<file path="src/rtl/pcp_pkg.sv">
// Package for the programming command parser.
// Holds the parse phase codes, the result kind codes, the command byte constants
// and the result struct. It has no dependencies.
`default_nettype none
package pcp_pkg;

	typedef enum logic [3:0] {
		PH_IDLE      = 4'd0,
		PH_PROGRAM   = 4'd1,
		PH_END       = 4'd2,
		PH_SKIP      = 4'd3,
		PH_READ_HDR  = 4'd4,
		PH_WRITE_HDR = 4'd5,
		PH_PAYLOAD   = 4'd6,
		PH_SUM       = 4'd7,
		PH_TRAILER   = 4'd8
	} phase_t;

	typedef enum logic [2:0] {
		K_PROGRAM = 3'd0,
		K_END     = 3'd1,
		K_IDENT   = 3'd2,
		K_READ    = 3'd3,
		K_WDATA   = 3'd4,
		K_WDONE   = 3'd5
	} kind_t;

	localparam logic [7:0] CH_P     = 8'h50;
	localparam logic [7:0] CH_E     = 8'h45;
	localparam logic [7:0] CH_R     = 8'h52;
	localparam logic [7:0] CH_W     = 8'h57;
	localparam logic [7:0] CH_IDENT = 8'h02;

	localparam logic [7:0] PROGRAM_LEN = 8'd7;
	localparam logic [7:0] END_LEN     = 8'd3;
	localparam logic [7:0] ADDR_BYTES  = 8'd4;
	localparam logic [7:0] SKIP_BYTES  = 8'd6;

	typedef struct packed {
		kind_t       kind;
		logic [31:0] address;
		logic [7:0]  length;
		logic [7:0]  data;
		logic        checksum_ok;
	} result_t;

	function automatic logic [7:0] program_char(input logic [2:0] idx);
		logic [7:0] c;
		case (idx)
			3'd0: c = 8'h50;
			3'd1: c = 8'h52;
			3'd2: c = 8'h4F;
			3'd3: c = 8'h47;
			3'd4: c = 8'h52;
			3'd5: c = 8'h41;
			3'd6: c = 8'h4D;
			default: c = 8'h00;
		endcase
		return c;
	endfunction

	function automatic logic [7:0] end_char(input logic [1:0] idx);
		logic [7:0] c;
		case (idx)
			2'd0: c = 8'h45;
			2'd1: c = 8'h4E;
			2'd2: c = 8'h44;
			default: c = 8'h00;
		endcase
		return c;
	endfunction

endpackage
`default_nettype wire

</file>
<file path="src/rtl/pcp_in_reg.sv">
// Input register stage of the programming command parser.
// Captures one received byte per beat; depends on nothing.
`default_nettype none
module pcp_in_reg (
	input  wire logic       clk,
	input  wire logic       arst_n,
	input  wire logic       rx_valid,
	output logic            rx_ready,
	input  wire logic [7:0] rx_byte,
	input  wire logic       advance,
	output logic            valid_s1,
	output logic [7:0]      byte_s1
);

	assign rx_ready = !valid_s1 || advance;

	always_ff @(posedge clk or negedge arst_n) begin
		if (!arst_n) begin
			valid_s1 <= 1'b0;
		end else if (rx_ready) begin
			valid_s1 <= rx_valid;
		end
	end

	always_ff @(posedge clk) begin
		if (rx_ready && rx_valid) begin
			byte_s1 <= rx_byte;
		end
	end

endmodule
`default_nettype wire

</file>
<file path="src/rtl/pcp_core.sv">
// Parse state and command decode of the programming command parser.
// Updates the parse state for one byte and forms at most one result.
// Depends on pcp_pkg.
`default_nettype none
module pcp_core
	import pcp_pkg::*;
(
	input  wire logic       clk,
	input  wire logic       arst_n,
	input  wire logic       advance,
	input  wire logic [7:0] byte_s1,
	output logic            res_hit,
	output result_t         res
);

	phase_t      phase_q, phase_d;
	logic [7:0]  pos_q, pos_d;
	logic [31:0] base_q, base_d;
	logic [7:0]  count_q, count_d;
	logic [7:0]  sum_q, sum_d;
	logic        match_q, match_d;
	logic [7:0]  pos_inc;

	assign pos_inc = pos_q + 8'd1;

	always_comb begin
		phase_d = phase_q;
		pos_d   = pos_q;
		base_d  = base_q;
		count_d = count_q;
		sum_d   = sum_q;
		match_d = match_q;
		res_hit = 1'b0;
		res     = '{kind: K_PROGRAM, address: 32'd0, length: 8'd0, data: 8'd0,
			checksum_ok: 1'b0};
		case (phase_q)
			PH_PROGRAM: begin
				if (pos_q < PROGRAM_LEN && byte_s1 == program_char(pos_q[2:0])) begin
					pos_d = pos_inc;
					if (pos_inc == PROGRAM_LEN) begin
						phase_d  = PH_IDLE;
						pos_d    = 8'd0;
						res_hit  = 1'b1;
						res.kind = K_PROGRAM;
					end
				end else begin
					phase_d = PH_IDLE;
					pos_d   = 8'd0;
				end
			end
			PH_END: begin
				if (pos_q < END_LEN && byte_s1 == end_char(pos_q[1:0])) begin
					pos_d = pos_inc;
					if (pos_inc == END_LEN) begin
						phase_d  = PH_IDLE;
						pos_d    = 8'd0;
						res_hit  = 1'b1;
						res.kind = K_END;
					end
				end else begin
					phase_d = PH_IDLE;
					pos_d   = 8'd0;
				end
			end
			PH_SKIP: begin
				if (pos_q > 8'd1) begin
					pos_d = pos_q - 8'd1;
				end else begin
					pos_d   = 8'd0;
					phase_d = PH_IDLE;
				end
			end
			PH_READ_HDR: begin
				if (pos_q < ADDR_BYTES) begin
					base_d = {base_q[23:0], byte_s1};
					pos_d  = pos_inc;
				end else begin
					count_d     = byte_s1;
					phase_d     = PH_IDLE;
					pos_d       = 8'd0;
					res_hit     = 1'b1;
					res.kind    = K_READ;
					res.address = base_q;
					res.length  = byte_s1;
				end
			end
			PH_WRITE_HDR: begin
				sum_d = sum_q + byte_s1;
				if (pos_q < ADDR_BYTES) begin
					base_d = {base_q[23:0], byte_s1};
					pos_d  = pos_inc;
				end else begin
					count_d = byte_s1;
					pos_d   = 8'd0;
					phase_d = (byte_s1 != 8'd0) ? PH_PAYLOAD : PH_SUM;
				end
			end
			PH_PAYLOAD: begin
				sum_d = sum_q + byte_s1;
				pos_d = pos_inc;
				if (pos_inc >= count_q) begin
					phase_d = PH_SUM;
				end
				res_hit     = 1'b1;
				res.kind    = K_WDATA;
				res.address = base_q + {24'd0, pos_q};
				res.length  = count_q;
				res.data    = byte_s1;
			end
			PH_SUM: begin
				match_d = (byte_s1 == sum_q);
				phase_d = PH_TRAILER;
			end
			PH_TRAILER: begin
				phase_d         = PH_IDLE;
				pos_d           = 8'd0;
				res_hit         = 1'b1;
				res.kind        = K_WDONE;
				res.address     = base_q;
				res.length      = count_q;
				res.checksum_ok = match_q;
			end
			default: begin
				// idle and unused codes: dispatch on the command byte
				phase_d = PH_IDLE;
				pos_d   = 8'd0;
				if (byte_s1 == CH_P) begin
					phase_d = PH_PROGRAM;
					pos_d   = 8'd1;
				end else if (byte_s1 == CH_E) begin
					phase_d = PH_END;
					pos_d   = 8'd1;
				end else if (byte_s1 == CH_IDENT) begin
					phase_d  = PH_SKIP;
					pos_d    = SKIP_BYTES;
					res_hit  = 1'b1;
					res.kind = K_IDENT;
				end else if (byte_s1 == CH_R || byte_s1 == CH_W) begin
					phase_d = (byte_s1 == CH_R) ? PH_READ_HDR : PH_WRITE_HDR;
					base_d  = 32'd0;
					count_d = 8'd0;
					sum_d   = 8'd0;
					match_d = 1'b0;
				end
			end
		endcase
	end

	always_ff @(posedge clk or negedge arst_n) begin
		if (!arst_n) begin
			phase_q <= PH_IDLE;
			pos_q   <= 8'd0;
			base_q  <= 32'd0;
			count_q <= 8'd0;
			sum_q   <= 8'd0;
			match_q <= 1'b0;
		end else if (advance) begin
			phase_q <= phase_d;
			pos_q   <= pos_d;
			base_q  <= base_d;
			count_q <= count_d;
			sum_q   <= sum_d;
			match_q <= match_d;
		end
	end

endmodule
`default_nettype wire

</file>
<file path="src/rtl/pcp_out_reg.sv">
// Result register of the programming command parser.
// Holds one result beat until it is taken. Depends on pcp_pkg.
`default_nettype none
module pcp_out_reg
	import pcp_pkg::*;
(
	input  wire logic    clk,
	input  wire logic    arst_n,
	input  wire logic    load,
	input  wire logic    load_hit,
	input  wire result_t load_res,
	input  wire logic    res_ready,
	output logic         res_valid,
	output logic         free,
	output result_t      res_q
);

	assign free = !res_valid || res_ready;

	always_ff @(posedge clk or negedge arst_n) begin
		if (!arst_n) begin
			res_valid <= 1'b0;
		end else if (load) begin
			res_valid <= load_hit;
		end else if (res_ready) begin
			res_valid <= 1'b0;
		end
	end

	always_ff @(posedge clk) begin
		if (load && load_hit) begin
			res_q <= load_res;
		end
	end

endmodule
`default_nettype wire

</file>
<file path="src/rtl/programming_command_parser_unit.sv">
// Top level of the programming command parser.
// Input register, parse core and result register. Depends on pcp_pkg, pcp_in_reg,
// pcp_core and pcp_out_reg.
//
//   channel | handshake            | payload
//   rx      | rx_valid / rx_ready  | rx_byte
//   result  | res_valid / res_ready| kind, address, length, data, checksum_ok
//
// One byte per cycle sustained unless a held result waits on res_ready; a byte is captured
// in the input register and then its result, if any, is loaded into the result register.
// The parse state updates as a byte moves from the input register to the result register,
// which happens whenever the result register is empty or being drained. Reset clears the
// parse state to idle and empties both registers.
`default_nettype none
module programming_command_parser_unit
	import pcp_pkg::*;
(
	input  wire logic        clk,
	input  wire logic        arst_n,
	input  wire logic        rx_valid,
	output logic             rx_ready,
	input  wire logic [7:0]  rx_byte,
	output logic             res_valid,
	input  wire logic        res_ready,
	output logic [2:0]       kind,
	output logic [31:0]      address,
	output logic [7:0]       length,
	output logic [7:0]       data,
	output logic             checksum_ok
);

	logic    valid_s1;
	logic [7:0] byte_s1;
	logic    advance;
	logic    out_free;
	logic    hit;
	result_t res_c;
	result_t res_q;

	assign advance = valid_s1 && out_free;

	pcp_in_reg u_in (
		.clk      (clk),
		.arst_n   (arst_n),
		.rx_valid (rx_valid),
		.rx_ready (rx_ready),
		.rx_byte  (rx_byte),
		.advance  (advance),
		.valid_s1 (valid_s1),
		.byte_s1  (byte_s1)
	);

	pcp_core u_core (
		.clk     (clk),
		.arst_n  (arst_n),
		.advance (advance),
		.byte_s1 (byte_s1),
		.res_hit (hit),
		.res     (res_c)
	);

	pcp_out_reg u_out (
		.clk       (clk),
		.arst_n    (arst_n),
		.load      (advance),
		.load_hit  (hit),
		.load_res  (res_c),
		.res_ready (res_ready),
		.res_valid (res_valid),
		.free      (out_free),
		.res_q     (res_q)
	);

	assign kind        = res_q.kind;
	assign address     = res_q.address;
	assign length      = res_q.length;
	assign data        = res_q.data;
	assign checksum_ok = res_q.checksum_ok;

endmodule
`default_nettype wire
</file>
<file path="config.mk">
export PLATFORM = sky130hd
export DESIGN_NAME = programming_command_parser_unit
export DESIGN_NICKNAME = d
export VERILOG_FILES = /design/src/rtl/pcp_pkg.sv /design/src/rtl/pcp_in_reg.sv /design/src/rtl/pcp_core.sv /design/src/rtl/pcp_out_reg.sv /design/src/rtl/programming_command_parser_unit.sv
export SDC_FILE = /design/constraint.sdc
export NUM_CORES = 1
export LEC_CHECK = 0
export BUFFER_PORTS_ARGS = -buffer_cell sky130_fd_sc_hd__buf_2
export CAP_MARGIN = 20
export CORE_ASPECT_RATIO = 0.6
export CORE_MARGIN = 1
export CORE_UTILIZATION = 50
export CTS_BUF_LIST = sky130_fd_sc_hd__clkbuf_4
export DETAILED_ROUTE_END_ITERATION = 8
export GPL_ROUTABILITY_DRIVEN = 0
export PLACE_DENSITY = 0.69
export SLEW_MARGIN = 30
export SYNTH_ARGS = -nofsm -noshare
export SYNTH_HDL_FRONTEND = slang
export SYNTH_SLANG_ARGS = --single-unit
export TNS_END_PERCENT = 100
</file>
<file path="constraint.sdc">
create_clock -name clk -period 9 [get_ports clk]
set_clock_uncertainty 0.15 [all_clocks]
set_input_delay 0.9 -clock clk [delete_from_list [all_inputs] [get_ports clk]]
set_output_delay 0.9 -clock clk [all_outputs]
set_load 0.02 [all_outputs]
</file>
==> results of run 1 <==
-- cells by family (layout without fill, tap and decap cells) --
group / Yosys count / after routing / share of synthesized area
AND/OR/NAND/NOR: 239 / 239 / 0.1730
buffers and inverters: 77 / 140 / 0.04140
AO/OA/AOI/OAI: 226 / 226 / 0.2284
multiplexers: 5 / 5 / 0.007762
flip-flops: 123 / 123 / 0.4658
adder cells (fa/ha/maj): 34 / 34 / 0.06072
XOR/XNOR: 19 / 19 / 0.02294
-- layout make-up --
class,instances,area [um2]
clock inverters,14,160.2
flip-flops and latches,123,3378
fillers,1185,5888
inverters,34,127.6
repair buffers,74,392.9
clock buffers,18,135.1
multi-input cells,523,3592
well taps,192,240.2
-- through the flow --
stage | worst slack [ns] | util | power [mW] | hold WS [ns]
3_3_place_gp | 5.296 | 0.5551 | 1.738 | 0.3390
6_report | 5.007 | 0.5768 | 2.218 | 0.3640
5_1_grt | 4.841 | 0.5768 | 2.344 | 0.3550
3_5_place_dp | 5.125 | 0.5556 | 1.773 | 0.3413
4_1_cts | 5.093 | 0.5768 | 2.186 | 0.3438
2_1_floorplan | 3.954 | - | 1.515 | 0.3110
-- per-layer routing --
layer  part of all wire  wire, um
met3               0.13      2571
met5                  0         0
met4              0.015       310
met1               0.48      9637
met2               0.38      7610
-- worst paths after layout --
path / from / to / cells after the start
setup / recovery: u_core.pos_q[0]$_DFFE_PN0P_ / u_out.res_q[22]$_DFFE_PP_ / 10
hold / removal: arst_n / u_core.match_q$_DFFE_PN0P_ / 2
setup reg to reg: u_core.pos_q[0]$_DFFE_PN0P_ / u_out.res_q[22]$_DFFE_PP_ / 10
hold reg to reg: u_core.match_q$_DFFE_PN0P_ / u_core.match_q$_DFFE_PN0P_ / 2
max in group asynchronous: arst_n / u_core.base_q[25]$_DFFE_PN0P_ / 2
min in group clk: rx_byte[3] / u_in.byte_s1[3]$_DFFE_PP_ / 1
-- state kept, by name (all words and copies together) (netlist names) --
register / cells
u_core.sum_q: 8
u_core.phase_q: 4
u_in.byte_s1: 8
u_in.valid_s1: 1
u_core.match_q: 1
u_core.pos_q: 8
u_out.res_valid: 1
u_core.count_q: 8
u_core.base_q: 32
u_out.res_q: 52
-- layout by cell type, fill, tap and decap left out, types with 5 or more instances in the layout --
master    Yosys  layout
xor2_1        8       8
inv_1        34      34
and3_1       14      14
nor2b_1       7       7
xnor2_1      11      11
o31ai_1      10      10
nand2_1      53      52
inv_6         0       5
o21ai_0      47      46
or3_1         7       7
and2_1        7       7
buf_4         0       9
nand2b_1      7       7
dfrtp_1      63      63
or4_1        12      12
clkbuf_4      0      18
a21o_1        8       8
nand3_1      32      32
a22o_1       50      50
o21a_1        6       6
nor2_1       45      43
o31a_1        5       5
nor4_1        7       7
a21oi_1      28      28
buf_2         3      65
ha_1         32      32
o211ai_1     17      17
nor3_1       18      17
edfxtp_1     60      60
a31oi_1       9       9
or2_2         6       6
nand4_1       6       6
-- worst max-delay path, cell delays in order (launching register included) --
cell,delay [ns]
dfrtp_1,0.57
inv_1,0.22
ha_1,0.29
or4_1,0.55
o31ai_1,0.11
xnor2_1,0.14
a2111o_1,0.55
o21ai_0,0.22
nor3b_1,0.12
nor2_4,0.09
buf_4,0.55
-- power by group through the flow --
stage,sequential [mW],combinational (mW),clock [mW]
6_report,0.919,0.883,0.416
5_1_grt,0.935,0.964,0.445
4_1_cts,0.909,0.859,0.419
3_5_place_dp,0.920,0.854,0
3_3_place_gp,0.911,0.826,0
2_1_floorplan,0.864,0.651,0
==> flow_summary.ini, run 1 <==
[pwr]
clockPowerShare = 0.188
power.net_switching_mw = 0.9657
p_int_mw = 1.252
leakagePower_nw = 3.339
p_sw_frac = 0.4354
ir_drop_mv = 0.1033
combPwrFrac = 0.398
seqPwrFrac = 0.414
power.density_nw_per_um2 = 276.3

[global_route]
grtUsageTotal = 0.2812
overflow = 0
grt_pass1_vias = 5633
met1_usage = 0.4465
grtUsageMet3 = 0.08318
grt-busiest-layer = met1
antenna_found_initial = 0
grt_max_degree = 64
met2_usage = 0.3492
grt_pass1_wl_mm = 31.14

[yosys]
syn_area_per_cell_um2 = 10.03
yosysWarnings = 0
synth_edf_count = 60
ys.flop_type = dfrtp_1
synth_most_common_cell = dfrtp_1
yosysSeqAreaShare = 0.4658
synth_cells = 723
ys_types = 76
synth_top_area_frac = 0.2484
synth_area_leader_cell = edfxtp_1
synthTopCellsByArea = edfxtp_1 25%, dfrtp_1 22%, a22o_1 6.0%, ha_1 5.5%, o21ai_0 3.2%
syn-cell-area_um2 = 7253
synth.top_cells.by_count = 63 x dfrtp_1, 60 x edfxtp_1, 53 x nand2_1
synth_fp_nets = 769
async_flop_share = 0.5122
ys_ff_latch = 123

[clock_tree]
clk_pin_slew_ns = 0.13
cts.sinks = 123
cts_tree = done
cts_root_buf = clkbuf_4
cts_made_buffers = 17
cts_hold_buffers = 0
htree_levels = 4
cts_buffer_depth = 2
cts_resized = 0
cts_setup_buffers = 0
clk_latency_ns = 0.55

[worst_setup_path]
critPathArrivalTime_ns = 4.02
cp-end-kind = flip-flop
cp_data_required_time_ns = 9.03
worstSetupStartpointType = flip-flop
ff2ff_setup_slack_ns = 5.01
criticalPathCategory = reg -> reg
cp_max_fo = 52

[die]
rows = 33
coreArea_um2 = 13910
die_area_um2 = 15010
ios = 66
fp.dieH_um = 95.30
die_w_um = 157.5
start_util = 0.5213

[timing]
hold_viol_final = 0
rsz0062_at_grt = no
setup_tns_ns = 0
finalCritPeriodShare = 0.4436
tightest_slew_ns = 0.8669
max_clock_freq_ghz = 0.2505
maxSlewViolCount = 0
setup_viol = 0
layout_min_cycle_time_ns = 3.993
relSlewSlack = 0.4129

[placement]
portBuffers = 65
dpl.cell_count = 946
dpl_cell_area_um2 = 7731
dp_hpwl_mm = 13.85

[layout]
n_antenna_cell = 0
final_cells = 978
fin_nets = 819
syn_to_final_growth_pct = 10.66
layout-drive-gt1-share = 0.1654
stdcell_area_um2 = 8026

[route]
dr.pass1.iters = 5
avgViaCountPerCell = 6.416
num_vias = 6275
wirelength_mm = 20.13
wire_per_inst_um = 20.58
initialDrtViolationCount = 831
route.detailed.drc = 0
ant_nets = 0

[hold_path]
hold_class = in -> async

[status]
outcome = finished clean

[job]
cap_viol_max_count = 0
(Power assumes the default switching activity.)
==> inputs of run 2 (changes only) <==
--- a/config.mk
+++ b/config.mk
@@ -13,7 +13,7 @@
 export CTS_BUF_LIST = sky130_fd_sc_hd__clkbuf_4
 export DETAILED_ROUTE_END_ITERATION = 8
 export GPL_ROUTABILITY_DRIVEN = 0
-export PLACE_DENSITY = 0.69
+export PLACE_DENSITY = 0.72
 export SLEW_MARGIN = 30
 export SYNTH_ARGS = -nofsm -noshare
 export SYNTH_HDL_FRONTEND = slang
==> constraint.sdc (replaced) <==
create_clock -name clk -period 3.4 [get_ports clk]
set_clock_uncertainty 0.15 [all_clocks]
set_input_delay 0.34 -clock clk [delete_from_list [all_inputs] [get_ports clk]]
set_output_delay 0.34 -clock clk [all_outputs]
set_load 0.02 [all_outputs]
==> run 2 against run 1 <==
  * Hold slack got worse by 0.12 ns
  * Cell count increased by 4.0%
  * First-iteration DRC count up 5.1%
  * Non-clock buffer count grew 39
  * Critical path depth fell by 2
  * Register-to-register slack worse by 4.9 ns
  * Utilization grew 2.9 points
  * Combinational power rose to 2.9 times the previous value
  * Die area did not move
  * Global-route usage up 0.87 points
  * Largest cell class unchanged
  * Highest routed layer unchanged
==> flow_summary.ini, run 2 (synthesis results as in run 1) <==
[clock_tree]
cts_made_buffers = 17
htree_levels = 4
cts.sinks = 123
clk_pin_slew_ns = 0.13
cts_tree = done
clk_latency_ns = 0.56
cts_root_buf = clkbuf_4
cts_buffer_depth = 2

[die]
die_area_um2 = 15010
start_util = 0.5213
coreArea_um2 = 13910
fp.dieH_um = 95.30
rows = 33
ios = 66
die_w_um = 157.5

[pwr]
ir_drop_mv = 0.3611
totalPowerFinal_mw = 6.082
power.density_nw_per_um2 = 721.0
leakagePower_nw = 3.533

[worst_setup_path]
critPathBufInv = 1
worstSetupStartpointType = flip-flop
criticalPathCategory = reg -> reg
crit_family = simple AND/OR/NAND/NOR gates
critPathArrivalTime_ns = 3.37
worstPathCellList = nand3_1 > nor3_1 > xor2_1 > or4_4 > o21ai_1 > nor3b_2 > nor2_4 > buf_12
cp_data_required_time_ns = 3.50
cp-end-kind = flip-flop
critPathMaxStageDelay_ns = 0.76
slowest_stage = dfrtp_1
cp_max_fo = 27

[timing]
layout_min_cycle_time_ns = 3.266
maxSlewViolCount = 0
rsz0062_at_grt = no
whs_ns = 0.2419
max_clock_freq_ghz = 0.3061
hold_viol_final = 0
fin_ws_ns = 0.1336
relSlewSlack = 0.3950
finalCritPeriodShare = 0.9607
tightest_slew_ns = 0.8953
setup_viol = 0

[route]
wirelength_mm = 20.66
route.detailed.drc = 0
dr.pass1.iters = 6
route.met3.wl_mm = 2.829
met1Wirelength_mm = 9.298
avgViaCountPerCell = 6.360
wire_per_inst_um = 20.31
routed.top_layer = met4
num_vias = 6468
met2WireLength_mm = 8.265
ant_nets = 0
initialDrtViolationCount = 873

[job]
cap_viol_max_count = 0

[placement]
pre_cts_slack_ns = 0.2199
portBuffers = 65
dp_hpwl_mm = 14.93

[global_route]
grt_pass1_wl_mm = 32.04
overflow = 0
grtUsageTotal = 0.2899
grt_pass1_vias = 5820
grt_max_degree = 34
antenna_found_initial = 0

[layout]
top_regs = u_out.res_q: 52 flops, u_core.base_q: 32 flops
largest_register_ffs = 52
layout_common_cells = 65 x buf_2, 61 x dfrtp_1, 60 x edfxtp_1
nFillCells = 1165
fin_nets = 858
n_antenna_cell = 0
final_common_cell = buf_2
regMostFlops = u_out.res_q
layout-drive-gt1-share = 0.2000
syn_to_final_growth_pct = 16.30
finalCoreUtilization = 0.6062

[hold_path]
hold_class = in -> async

[status]
outcome = finished clean
run 2: changes by cell type in the layout (fill, tap and decap cells not counted), sizes merged:
cell and change:
bufinv +1, clkinvlp -1, buf +27, clkinv +2, dlygate4sd3 +12, inv -3
clkbuf +1
run 2: timing repair:
action	in CTS	in global routing
buffers inserted	0	0
resized for setup	0	0
hold buffers	12	0
endpoints found under the hold margin	40	0
setup endpoints to repair	0	0
run 2: cell type report:
class	instances	area [um2]	area share
timing repair buffer	113	740.7	0.08781
clock buffer	19	142.6	0.01691
multi-input combinational	523	3637	0.4312
sequential	123	3381	0.4008
clock inverter	13	166.4	0.01973
tap	192	240.2	0.02848
inverter	34	127.6	0.01513
run 2: final timing paths:
kind / startpoint / to / slack, ns / depth (start not counted)
worst min register to register: u_core.sum_q[5]$_DFFE_PN0P_ / u_core.sum_q[5]$_DFFE_PN0P_ / 0.38 / 1
max in group asynchronous: arst_n / u_core.base_q[22]$_DFFE_PN0P_ / 2.16 / 3
worst max-delay path: u_core.pos_q[3]$_DFFE_PN0P_ / u_out.res_q[51]$_DFFE_PP_ / 0.13 / 8
min in group clk: rx_byte[7] / u_in.byte_s1[7]$_DFFE_PP_ / 0.34 / 2
worst max register to register: u_core.pos_q[3]$_DFFE_PN0P_ / u_out.res_q[51]$_DFFE_PP_ / 0.13 / 8
worst min-delay path: arst_n / u_core.base_q[25]$_DFFE_PN0P_ / 0.24 / 2
run 2: metrics by stage:
stage / TNS, ns / instances / instance area (um2)
after floorplan: -2.276 / 723 / 7318
after global placement: 0 / 973 / 8006
after detailed placement: 0 / 973 / 8006
after CTS: 0 / 1017 / 8436
after global routing: 0 / 1017 / 8436
final: 0 / 1017 / 8436
run 2: worst reg2reg max path: stages, from the launching register on:
cell and delay (ns):
dfrtp_1 0.76, nand3_1 0.26, nor3_1 0.29, xor2_1 0.24
or4_4 0.59, o21ai_1 0.18, nor3b_2 0.08, nor2_4 0.20
buf_12 0.21
run 2: metal layers:
metal / track usage / up-vias
met2: 0.3960 / 407
met3: 0.1055 / 34
met5: 0 / -
li1: - / 2921
met1: 0.4306 / 3106
met4: 0.06392 / 0
run 2: report_power, final:
part	switching [mW]	leakage [nW]	internal, mW
combinational	1.52	1.97	1.07
sequential	0.416	1.40	1.93
clock	0.620	0.162	0.532
==> inputs of run 3 (changes only) <==
--- a/config.mk
+++ b/config.mk
@@ -7,13 +7,15 @@
 export LEC_CHECK = 0
 export BUFFER_PORTS_ARGS = -buffer_cell sky130_fd_sc_hd__buf_2
 export CAP_MARGIN = 20
+export CELL_PAD_IN_SITES_DETAIL_PLACEMENT = 2
+export CELL_PAD_IN_SITES_GLOBAL_PLACEMENT = 2
 export CORE_ASPECT_RATIO = 0.6
 export CORE_MARGIN = 1
-export CORE_UTILIZATION = 50
+export CORE_UTILIZATION = 40
 export CTS_BUF_LIST = sky130_fd_sc_hd__clkbuf_4
 export DETAILED_ROUTE_END_ITERATION = 8
 export GPL_ROUTABILITY_DRIVEN = 0
-export PLACE_DENSITY = 0.72
+export PLACE_DENSITY_LB_ADDON = 0.1
 export SLEW_MARGIN = 30
 export SYNTH_ARGS = -nofsm -noshare
 export SYNTH_HDL_FRONTEND = slang
==> constraint.sdc (replaced) <==
create_clock -name clk -period 3.5 [get_ports clk]
set_clock_uncertainty 0.15 [all_clocks]
set_input_delay 0.35 -clock clk [delete_from_list [all_inputs] [get_ports clk]]
set_output_delay 0.35 -clock clk [all_outputs]
set_load 0.02 [all_outputs]
==> run 3 against run 2 <==
  * Total power is essentially flat
  * Non-clock buffer count is 2 higher
  * Hold slack worse by 0.12 ns
  * Critical path type unchanged
  * Global-route usage up 2.5 points
  * Wire length grew 36%
  * Maximum frequency down 3.4%
  * Largest cell class unchanged
  * Worst setup slack worse by 0.014 ns
  * Critical path depth is 2 higher
==> flow_summary.ini, run 3 (synthesis results as in run 1) <==
[status]
outcome = finished clean

[layout]
nFillCells = 1811
top_regs = u_out.res_q: 52 flops, u_core.base_q: 32 flops
regMostFlops = u_out.res_q
layout_common_cells = 64 x buf_2, 61 x dfrtp_1, 60 x edfxtp_1
multi_input_area_um2 = 3607
final_common_cell = buf_2
register_area_um2 = 3381
fin_nets = 860
syn_to_final_growth_pct = 16.49
largest_register_ffs = 52
layout-drive-gt1-share = 0.1971

[die]
fp.dieH_um = 106.3
die_w_um = 175.8
ios = 66
coreArea_um2 = 17450
die_area_um2 = 18690
rows = 37
start_util = 0.4156

[timing]
tightest_slew_ns = 0.8094
maxSlewViolCount = 0
relSlewSlack = 0.4604
setup_viol = 0
rsz0062_at_grt = no
hold_viol_final = 0
layout_min_cycle_time_ns = 3.380
fin_ws_ns = 0.1195
max_clock_freq_ghz = 0.2958
setup_tns_ns = 0
finalCritPeriodShare = 0.9659

[route]
wirelength_mm = 28.19
ant_nets = 0
route.detailed.drc = 0
wire_per_inst_um = 26.54
dr.pass1.iters = 5
num_vias = 6739
initialDrtViolationCount = 514
avgViaCountPerCell = 6.346

[global_route]
grt_max_degree = 35
grt_pass1_wl_mm = 43.72
grtUsageTotal = 0.3153
antenna_found_initial = 1
overflow = 0
grt_pass1_vias = 7068

[worst_setup_path]
rr_startpoint = u_core.pos_q[0]$_DFFE_PN0P_
timing.critical_path.from = u_core.pos_q[0]$_DFFE_PN0P_
cp_data_required_time_ns = 3.63
critPathArrivalTime_ns = 3.51
criticalPathCategory = reg -> reg
cp_max_fo = 30
cp-end-kind = flip-flop
worstSetupStartpointType = flip-flop

[clock_tree]
clk_latency_ns = 0.59
cts_root_buf = clkbuf_4
htree_levels = 4
cts.sinks = 123
cts_buffer_depth = 2
clk_pin_slew_ns = 0.13
cts_made_buffers = 17
cts_tree = done

[hold_path]
hold_class = in -> async

[pwr]
ir_drop_mv = 0.2658
leakagePower_nw = 3.527
power.density_nw_per_um2 = 719.3
totalPowerFinal_mw = 6.077

[placement]
pre_cts_slack_ns = 0.09811
portBuffers = 65
dp_hpwl_mm = 20.00

[job]
cap_viol_max_count = 0
-- run 3: worst paths after layout --
kind / slack, ns / to / cells after the start
setup / recovery: 0.12 / u_out.res_q[3]$_SDFFCE_PN0P_ / 10
hold / removal: 0.12 / u_core.sum_q[6]$_DFFE_PN0P_ / 2
min in group clk: 0.33 / u_in.byte_s1[1]$_DFFE_PP_ / 2
setup reg to reg: 0.12 / u_out.res_q[3]$_SDFFCE_PN0P_ / 10
max in group asynchronous: 2.37 / u_core.base_q[28]$_DFFE_PN0P_ / 3
hold reg to reg: 0.40 / u_core.sum_q[5]$_DFFE_PN0P_ / 1
-- run 3: where the power goes --
group | switching (mW) | internal [mW] | leakage (nW) | total, mW
clock network | 0.645 | 0.434 | 0.146 | 1.08
logic | 1.63 | 1.02 | 1.98 | 2.66
registers | 0.472 | 1.87 | 1.40 | 2.34
total | 2.75 | 3.33 | 3.53 | 6.08
-- run 3: timing repair --
| action | 4_1_cts | 5_1_grt |
|---|---|---|
| buffers inserted | 0 | 1 |
| setup endpoints to repair | 0 | 23 |
| endpoints found under the hold margin | 42 | 0 |
| resized for setup | 0 | 3 |
| hold buffers | 12 | 0 |
-- run 3: metrics by stage --
| stage | util | area, um2 | hold WS, ns | cells |
|---|---|---|---|---|
| after detailed placement | 0.4595 | 8019 | 0.3509 | 1016 |
| after global routing | 0.4840 | 8447 | 0.1342 | 1061 |
| after CTS | 0.4824 | 8419 | 0.2967 | 1060 |
| after floorplan | - | 7271 | -0.09559 | 723 |
| after global placement | 0.4595 | 8019 | 0.3438 | 1016 |
| final | 0.4841 | 8449 | 0.1177 | 1062 |
-- run 3: area by class of cell --
type / instances / share of cell area
multi-input combinational: 523 / 0.4269
sequential: 123 / 0.4001
clock inverter: 14 / 0.01718
inverter: 34 / 0.01510
timing repair buffer: 115 / 0.08974
clock buffer: 18 / 0.01599
antenna: 1 / 0.0002962
tap: 234 / 0.03465
-- run 3: metal layers --
metal  wire length [um]  track usage
met5                  0            0
met4                546       0.1056
met3               1802      0.05329
met2              12550       0.4783
met1              13290       0.4543
-- run 3: worst max-delay path: stages (launching register included) --
cell,delay [ns]
dfrtp_2,0.51
ha_2,0.26
ha_1,0.26
or4_1,0.46
o31ai_1,0.12
xnor2_1,0.10
a2111o_1,0.49
o21ai_1,0.17
nor3b_1,0.10
nor2_4,0.23
buf_12,0.23
